**src/rtl/abo_pkg.sv**
```systemverilog
// Shared types, constants and the divider step function for the ARGB over blend.
package abo_pkg;

    localparam int unsigned LANES      = 3;
    localparam int unsigned DIV_STEPS  = 2;     // quotient bits resolved per divider stage
    localparam int unsigned DIV_STAGES = 8 / DIV_STEPS;   // stages for an 8-bit quotient

    localparam logic [7:0] ALPHA_OPAQUE = 8'hff;
    localparam logic [7:0] ALPHA_CLEAR  = 8'h00;
    localparam logic [8:0] ALPHA_UNITY  = 9'd256;

    // One colour channel inside the divider: partial remainder, numerator
    // bits still to be shifted in, and the quotient built so far.
    typedef struct packed {
        logic [7:0] rem;
        logic [7:0] low;
        logic [7:0] quo;
    } t_div_lane;

    // Pixel word travelling down the divider stages.
    typedef struct packed {
        logic                   bypass;  // front alpha opaque or clear
        logic [31:0]            pix;     // pass-through pixel
        logic [7:0]             oa;      // output alpha, also the divisor
        t_div_lane [LANES-1:0]  lane;    // [2] red, [1] green, [0] blue
    } t_div_word;

    // One restoring division step: bring down the next numerator bit and
    // subtract the divisor if it fits.
    function automatic t_div_lane div_step(input t_div_lane l, input logic [7:0] d);
        logic [8:0] t;
        logic       fit;
        t_div_lane  n;
        t     = {l.rem, l.low[7]};
        fit   = (t >= {1'b0, d});
        n.rem = fit ? 8'(t - {1'b0, d}) : t[7:0];
        n.low = {l.low[6:0], 1'b0};
        n.quo = {l.quo[6:0], fit};
        return n;
    endfunction

endpackage

```
**src/rtl/argb_alpha_over_blend_top.sv**
```systemverilog
// Top level of the Porter-Duff over blend of two 8-bit ARGB pixels.
//
// Usage:
//   Slave stream: one transfer carries a front and a back ARGB pixel.
//   Master stream: one transfer carries the blended ARGB pixel, in order.
//   Front alpha 255 passes the front pixel, front alpha 0 passes the back
//   pixel; otherwise alpha and colours follow the over rule with truncation.
// Pipeline: six register stages from the accepted input transfer to m_axis_tvalid.
// Throughput: one pixel per cycle while m_axis_tready is high; every stage
//   takes a new item in the same cycle its own item moves on (two front-end
//   stages for the alpha scaling and weighted sums, four divider stages
//   resolving two quotient bits each).
// Reset: synchronous, active low; clears every stage valid bit, so the
//   pipeline comes up empty and ready.
// Stall: when m_axis_tready is low the output holds; stages upstream keep
//   filling any empty slot, and s_axis_tready drops only once every stage
//   holds an item.
module argb_alpha_over_blend_top (
    input  logic        i_clk,
    input  logic        i_rst_n,
    input  logic        s_axis_tvalid,
    output logic        s_axis_tready,
    input  logic [63:0] s_axis_tdata,   // [31:0] front_argb, [63:32] back_argb
    output logic        m_axis_tvalid,
    input  logic        m_axis_tready,
    output logic [31:0] m_axis_tdata    // [31:0] blended_argb
);

    logic               w_valid [abo_pkg::DIV_STAGES+1];
    logic               w_ready [abo_pkg::DIV_STAGES+1];
    abo_pkg::t_div_word w_word  [abo_pkg::DIV_STAGES+1];
    abo_pkg::t_div_word last;

    // Front end: scale alpha and form the weighted sums.
    abo_front u_front (
        .i_clk   (i_clk),
        .i_rst_n (i_rst_n),
        .i_valid (s_axis_tvalid),
        .o_ready (s_axis_tready),
        .i_front (s_axis_tdata[31:0]),
        .i_back  (s_axis_tdata[63:32]),
        .o_valid (w_valid[0]),
        .i_ready (w_ready[0]),
        .o_word  (w_word[0])
    );

    // Divider chain: each stage resolves two quotient bits per channel.
    for (genvar k = 0; k < abo_pkg::DIV_STAGES; k++) begin : g_div
        abo_div_stage u_div (
            .i_clk   (i_clk),
            .i_rst_n (i_rst_n),
            .i_valid (w_valid[k]),
            .o_ready (w_ready[k]),
            .i_word  (w_word[k]),
            .o_valid (w_valid[k+1]),
            .i_ready (w_ready[k+1]),
            .o_word  (w_word[k+1])
        );
    end

    assign w_ready[abo_pkg::DIV_STAGES] = m_axis_tready;
    assign last                         = w_word[abo_pkg::DIV_STAGES];

    // Select the pass-through pixel or the composed alpha and quotients.
    assign m_axis_tvalid = w_valid[abo_pkg::DIV_STAGES];
    assign m_axis_tdata  = last.bypass ? last.pix
                         : {last.oa, last.lane[2].quo, last.lane[1].quo, last.lane[0].quo};

    // A blended (not passed-through) result never has zero alpha.
    a_alpha_nonzero: assert property (@(posedge i_clk) disable iff (!i_rst_n)
        (m_axis_tvalid && !last.bypass) |-> (last.oa != 8'd0))
        else $error("blended result with zero alpha");

    // Input backpressure only when every divider stage is full and output stalls.
    a_ready_full: assert property (@(posedge i_clk) disable iff (!i_rst_n)
        !s_axis_tready |-> (w_valid[0] && w_valid[1] && w_valid[2] && w_valid[3]
                            && w_valid[4] && !m_axis_tready))
        else $error("input stalled while pipeline has a free slot");

    // The pipeline comes out of reset empty.
    a_reset_empty: assert property (@(posedge i_clk)
        $past(!i_rst_n) |-> (!m_axis_tvalid && !w_valid[0]))
        else $error("valid data after reset");

endmodule

```
**src/rtl/abo_front.sv**
```systemverilog
// Front end: scaled back alpha, output alpha and per-channel weighted sums.
module abo_front (
    input  logic                i_clk,
    input  logic                i_rst_n,
    input  logic                i_valid,
    output logic                o_ready,
    input  logic [31:0]         i_front,
    input  logic [31:0]         i_back,
    output logic                o_valid,
    input  logic                i_ready,
    output abo_pkg::t_div_word  o_word
);

    typedef struct packed {
        logic                              bypass;
        logic [31:0]                       pix;
        logic [7:0]                        fa;
        logic [7:0]                        sb;
        logic [abo_pkg::LANES-1:0][7:0]    fc;
        logic [abo_pkg::LANES-1:0][7:0]    bc;
    } t_front_a;

    logic               r_a_valid;
    t_front_a           r_a;
    t_front_a           n_a;
    logic               r_b_valid;
    abo_pkg::t_div_word r_b;
    abo_pkg::t_div_word n_b;

    logic               a_ready;
    logic               b_ready;
    logic [7:0]         fa;
    logic [7:0]         ba;
    logic [16:0]        sb_prod;
    logic [8:0]         oa_sum;

    assign b_ready = !r_b_valid || i_ready;
    assign a_ready = !r_a_valid || b_ready;
    assign o_ready = a_ready;

    // Stage A: classify and scale the back alpha.
    always_comb begin
        fa      = i_front[31:24];
        ba      = i_back[31:24];
        sb_prod = 17'({9'd0, ba} * {8'd0, abo_pkg::ALPHA_UNITY - {1'b0, fa}});
        n_a.fa  = fa;
        n_a.sb  = sb_prod[15:8];
        n_a.bypass = (fa == abo_pkg::ALPHA_OPAQUE) || (fa == abo_pkg::ALPHA_CLEAR);
        n_a.pix    = (fa == abo_pkg::ALPHA_OPAQUE) ? i_front : i_back;
        for (int i = 0; i < abo_pkg::LANES; i++) begin
            n_a.fc[i] = i_front[8*i +: 8];
            n_a.bc[i] = i_back[8*i +: 8];
        end
    end

    // Stage B: output alpha and weighted sums, loaded into the divider form.
    always_comb begin
        logic [16:0] num;
        oa_sum     = {1'b0, r_a.fa} + {1'b0, r_a.sb};
        n_b.bypass = r_a.bypass;
        n_b.pix    = r_a.pix;
        n_b.oa     = oa_sum[7:0];
        for (int i = 0; i < abo_pkg::LANES; i++) begin
            num = {1'b0, {8'd0, r_a.fc[i]} * {8'd0, r_a.fa}}
                + {1'b0, {8'd0, r_a.bc[i]} * {8'd0, r_a.sb}};
            n_b.lane[i].rem = num[15:8];
            n_b.lane[i].low = num[7:0];
            n_b.lane[i].quo = 8'd0;
        end
    end

    always_ff @(posedge i_clk) begin
        if (!i_rst_n) begin
            r_a_valid <= 1'b0;
            r_b_valid <= 1'b0;
        end else begin
            if (a_ready) r_a_valid <= i_valid;
            if (b_ready) r_b_valid <= r_a_valid;
        end
        if (a_ready && i_valid)   r_a <= n_a;
        if (b_ready && r_a_valid) r_b <= n_b;
    end

    assign o_valid = r_b_valid;
    assign o_word  = r_b;

endmodule

```
**src/rtl/abo_div_stage.sv**
```systemverilog
// One divider stage: two restoring quotient steps on all three channels.
module abo_div_stage (
    input  logic                i_clk,
    input  logic                i_rst_n,
    input  logic                i_valid,
    output logic                o_ready,
    input  abo_pkg::t_div_word  i_word,
    output logic                o_valid,
    input  logic                i_ready,
    output abo_pkg::t_div_word  o_word
);

    logic               r_valid;
    abo_pkg::t_div_word r_word;
    abo_pkg::t_div_word n_word;

    assign o_ready = !r_valid || i_ready;

    always_comb begin
        n_word = i_word;
        for (int i = 0; i < abo_pkg::LANES; i++) begin
            for (int s = 0; s < abo_pkg::DIV_STEPS; s++) begin
                n_word.lane[i] = abo_pkg::div_step(n_word.lane[i], i_word.oa);
            end
        end
    end

    always_ff @(posedge i_clk) begin
        if (!i_rst_n) begin
            r_valid <= 1'b0;
        end else if (o_ready) begin
            r_valid <= i_valid;
        end
        if (o_ready && i_valid) r_word <= n_word;
    end

    assign o_valid = r_valid;
    assign o_word  = r_word;

endmodule
```
**config.mk**
```make
export PLATFORM = sky130hd
export DESIGN_NAME = argb_alpha_over_blend_top
export DESIGN_NICKNAME = d
export VERILOG_FILES = /design/src/rtl/abo_pkg.sv /design/src/rtl/argb_alpha_over_blend_top.sv /design/src/rtl/abo_front.sv /design/src/rtl/abo_div_stage.sv
export SDC_FILE = /design/constraint.sdc
export NUM_CORES = 2
export LEC_CHECK = 0
export ABC_AREA = 1
export BUFFER_PORTS_ARGS = -buffer_cell sky130_fd_sc_hd__buf_2
export CAP_MARGIN = 20
export CORE_MARGIN = 2
export CORE_UTILIZATION = 35
export DETAILED_ROUTE_END_ITERATION = 12
export PLACE_DENSITY = 0.48
export REMOVE_ABC_BUFFERS = 1
export SLEW_MARGIN = 30
export SYNTH_ARGS = -nofsm -noshare
export SYNTH_HDL_FRONTEND = slang
export SYNTH_SLANG_ARGS = --single-unit
export TNS_END_PERCENT = 20
```
**constraint.sdc**
```tcl
create_clock -name i_clk -period 15.4 [get_ports i_clk]
set_clock_uncertainty 0.2 [all_clocks]
set_input_delay 2.31 -clock i_clk [delete_from_list [all_inputs] [get_ports i_clk]]
set_output_delay 2.31 -clock i_clk [all_outputs]
set_load 0.05 [all_outputs]
```
Yosys cells after proc, flatten, opt, wreduce, memory -nomap -nowiden
Cells that the tools add are included.

operators by class
  add/sub/neg operators = 26
  $mul = 7
  order comparisons = 24
  equality and inequality tests = 1
  multiplexer cells = 23
  reduce and logical (&&, ||, !) cells = 20

operator list
  operator                                                           count
  9-bit by 8-bit greater-or-equal comparator with 1-bit output       24
  8-bit 2-to-1 mux                                                   21
  8-bit subtractor                                                   21
  8-bit by 8-bit multiplier with 16-bit output                       6
  32-bit 2-to-1 mux                                                  2
  16-bit adder                                                       3
  8-bit by 9-bit multiplier with 16-bit output                       1
  9-bit by 8-bit subtractor with 9-bit output, first input constant  1
  8-bit adder                                                        1
  8-bit equality test, second input constant                         1
  8-bit logical NOT                                                  1
  1-bit logical OR                                                   7
  1-bit logical AND                                                  6
  1-bit logical NOT                                                  6

word-level totals
  register bits after elaboration = 524
  bits of input ports = 68
  output and inout bits = 34
  logic and storage cells = 168

Logic depth before layout (Yosys ltp)
  depth after elaboration = 8
  depth in mapped cells = 26
  gate-level depth less buffers = 25

Hierarchy
A second synthesis with hierarchy kept.

unflattened totals
  cell total of the unflattened synthesis = 5,229
  area total of the unflattened synthesis = 48,699.2 um2

modules (own cells, without submodules)
  module                     times used  cells an instance  area each (um2)  seq. area each (um2)
  abo_div_stage              4           633                6,324.8          3,233.1
  abo_front                  1           2,593              22,908.2         5,625.4
  argb_alpha_over_blend_top  1           104                491.7            0.0

Worst setup path before layout
Ideal clock, no wire load.

  kind = input -> register
  start point = input m_axis_tready
  end point = register g_div[0].u_div.r_word, in the netlist g_div[0].u_div.o_word[0] (enable)
  data arrival time = 6,874 ps
  data required time = 14,634 ps
  slack = 7,761 ps
  cell stages on the path = 6
  path buffers = 0
  path through = nor2_1 inv_1 nor2_1 inv_1 nor2_1 a21oi_1

between the ends
  cells in the longest elaborated chain, start to end = 5

RTL lines
  element                         line                             source
  start, declared                 argb_alpha_over_blend_top.sv:25  input logic m_axis_tready,
  1-bit logical OR (4 in series)  abo_div_stage.sv:17              assign o_ready = !r_valid || i_ready;
  1-bit logical AND               abo_div_stage.sv:34              if (o_ready && i_valid) r_word <= n_word;
  end signal, assigned            abo_div_stage.sv:34
  end, declared                   abo_div_stage.sv:14              abo_pkg::t_div_word r_word;

Every way passes these cells.
A chain may end at the register's enable or synchronous reset.

==> reports/qor.yml <==
core_mm2: 0.1236
ant_nets: 0
rsz0062_at_grt: "false"
min_path_type: "reg2reg"
antenna_found_initial: 1
viasPerCell: 4.562
maxCapViolCount: 0
initialDrtViolationCount: 1377
synth_edf_count: 518
hpwl_um: 82240
clk_pin_slew_ns: 0.07
die_y_um: 356.9
final_common_cell: "nand2_1"
ys_types: 57
ys.flop_type: "edfxtp_1"
hold_violations: 0
min_period_over_period_pct: 44.75
grt_overflow: 0
yosys-top-cells-area: "edfxtp_1 (36%), fa_1 (16%), ha_1 (12%)"
tightest_slew_ns: 0.9327
critPathRequiredTime_ns: 15.67
crit_fanout: 6
postSynthAreaPerCell_um2: 9.194
outcome: "completed"
setup_ws_ns: 8.509
die_w_um: 356.9
layout-drive-gt1-share_pct: 6.913
grt_max_degree: 68
setup_tns_ns: 0
place_inst: 6401
mostFrequentLayoutCells: "nand2_1 (1163), inv_1 (1075), edfxtp_1 (518)"
period_needed_ns: 6.891
post-cts-setup-buffers: 0
cp-end-kind: "register"
relSlewSlack_pct: 37.82
std_cell_rows: 129
clkLatencyLatePin_ns: 0.71
cts-resized-gates: 0
io_buffers: 101
async_reset_ff_share_pct: 0
hold_start: "u_front.o_word[37]"
wl_per_cell_um: 16.22
wirelength_um: 105600
cts.sinks: 524
cp-start-kind: "input port"
holdBufCountCts: 0
synth-seq-cells: 524
fmax_ghz: 0.1451
drc: 0
synthCells: 4742
grt_pass1_wl_um: 169700
min_path_cells: 0
yosysSeqAreaShare_pct: 35.95
ff2ff_path_depth: 23
r2r_setup_slack_ns: 9.39
synth_top_area_share_pct: 35.68
r2r_end: "u_front.o_word[68]"
yosysTopAreaCell: "edfxtp_1"
grt_usage_pct: 16.88
finalSetupViolCount: 0
h-tree-depth: 2
firstDrtPassIters: 5
cts_buffer_depth: 3
nNetsFinal: 5667
syn_area_mm2: 0.04360
ios: 102
grt_pass1_vias: 30170
die_area_mm2: 0.1274
initial_core_util_pct: 35.26
pre_cts_ws_ns: 7.724
cp_data_arrival_time_ns: 7.16
criticalPathCategory: "in2reg"
drv_slew: 0
antenna_cells: 0
clockRootBuffer: "clkbuf_16"
finalNonFillerCells: 6512
r2r-start: "u_front.r_a[57]"
cts_tree: "done"
yosys_warnings: 0
num_vias: 29710
holdPathEnd: "g_div[0].u_div.o_word[39]"
cts_buffers: 61
gp_congestion: 0.8649
syn_to_final_growth_pct: 10.07
==> Yosys cell counts, types with 7 or more instances <==
cell type	n
ha_1	422
a21oi_1	161
mux2_2	32
xnor2_1	48
o211ai_1	8
nand2_2	13
or2_2	13
a31oi_1	9
clkbuf_2	18
nand2_1	1163
nand4_1	65
nand3_1	197
xor2_1	112
nand3b_1	27
nor3_1	26
nor2_1	179
o21ai_0	83
inv_1	1078
edfxtp_1	518
clkbuf_1	73
o21ai_1	7
o21bai_1	23
nand2_4	12
a21o_1	21
fa_1	350
==> logic make-up (layout without fill, tap and decap cells) <==
family	Yosys count	after routing	share of synthesized area [%]
compound gates	339	339	4.474
mux	32	32	0.8265
simple gates	1729	1729	17.03
fa+ha+maj	772	772	28.18
flops	524	524	35.95
buf+inv	1186	1319	10.32
xor+xnor	160	160	3.214
==> metrics by stage <==
step,instance area (µm²),util (%),hold WS (ns)
2_1_floorplan,43160,-,0.2003
3_3_place_gp,45940,37.15,0.2005
3_5_place_dp,45940,37.15,0.2045
4_1_cts,47990,38.81,0.1910
5_1_grt,47990,38.81,0.2065
6_report,47990,38.81,0.1925
==> critical path, cell delays in order <==
cell and delay [ns]:
buf_2 0.13, nor3_2 0.24, nand4_1 0.15, nor2_1 0.14
xor2_1 0.49, inv_1 0.17, nor2_1 0.18, fa_1 0.44
fa_1 0.47, fa_1 0.51, inv_1 0.05, fa_1 0.50
inv_1 0.06, ha_1 0.34, a21oi_1 0.30, o21ai_0 0.14
a211oi_1 0.33, nand2_1 0.09, nand2_1 0.06, nand2_1 0.05
==> layer usage <==
metal / vias to the layer above / routed length (µm) / track usage, %
met1: 14090 / 49030 / 22.94
met4: 0 / 2138 / 3.739
met2: 378 / 51430 / 28.98
li1: 15120 / - / -
met5: - / 0 / 0
met3: 126 / 3004 / 1.816
==> state kept, by name, indices dropped and copies added, names as in the netlist <==
name,flops
g_div.u_div.o_word,332
u_front.o_word,89
u_front.r_a,64
u_front.n_b,33
g_div.u_div.o_valid,4
u_front.o_valid,1
u_front.r_a_valid,1
==> how the worst max path moves through the flow <==
| stage | from | to | cells past startpoint |
|---|---|---|---|
| floorplan | m_axis_tready | g_div[0].u_div.o_word[0] | 6 |
| global placement | s_axis_tdata[26] | u_front.r_a[55] | 20 |
| detailed placement | s_axis_tdata[26] | u_front.r_a[55] | 20 |
| CTS | s_axis_tdata[26] | u_front.r_a[55] | 20 |
| global route | s_axis_tdata[26] | u_front.r_a[55] | 20 |
| finish | s_axis_tdata[26] | u_front.r_a[55] | 20 |
==> final cells by class <==
cell class | instances | area, µm²
Clock buffer | 74 | 1615
Clock inverter | 37 | 437.9
Fill cell | 12560 | 75650
Inverter | 1082 | 4069
Multi-Input combinational cell | 3032 | 23450
Sequential cell | 524 | 15680
Tap cell | 1637 | 2048
Timing Repair Buffer | 126 | 693.2
Power is left out: the tool's default activity adds up to more than one toggle a clock period on the data nets, which glitch-free logic cannot reach.
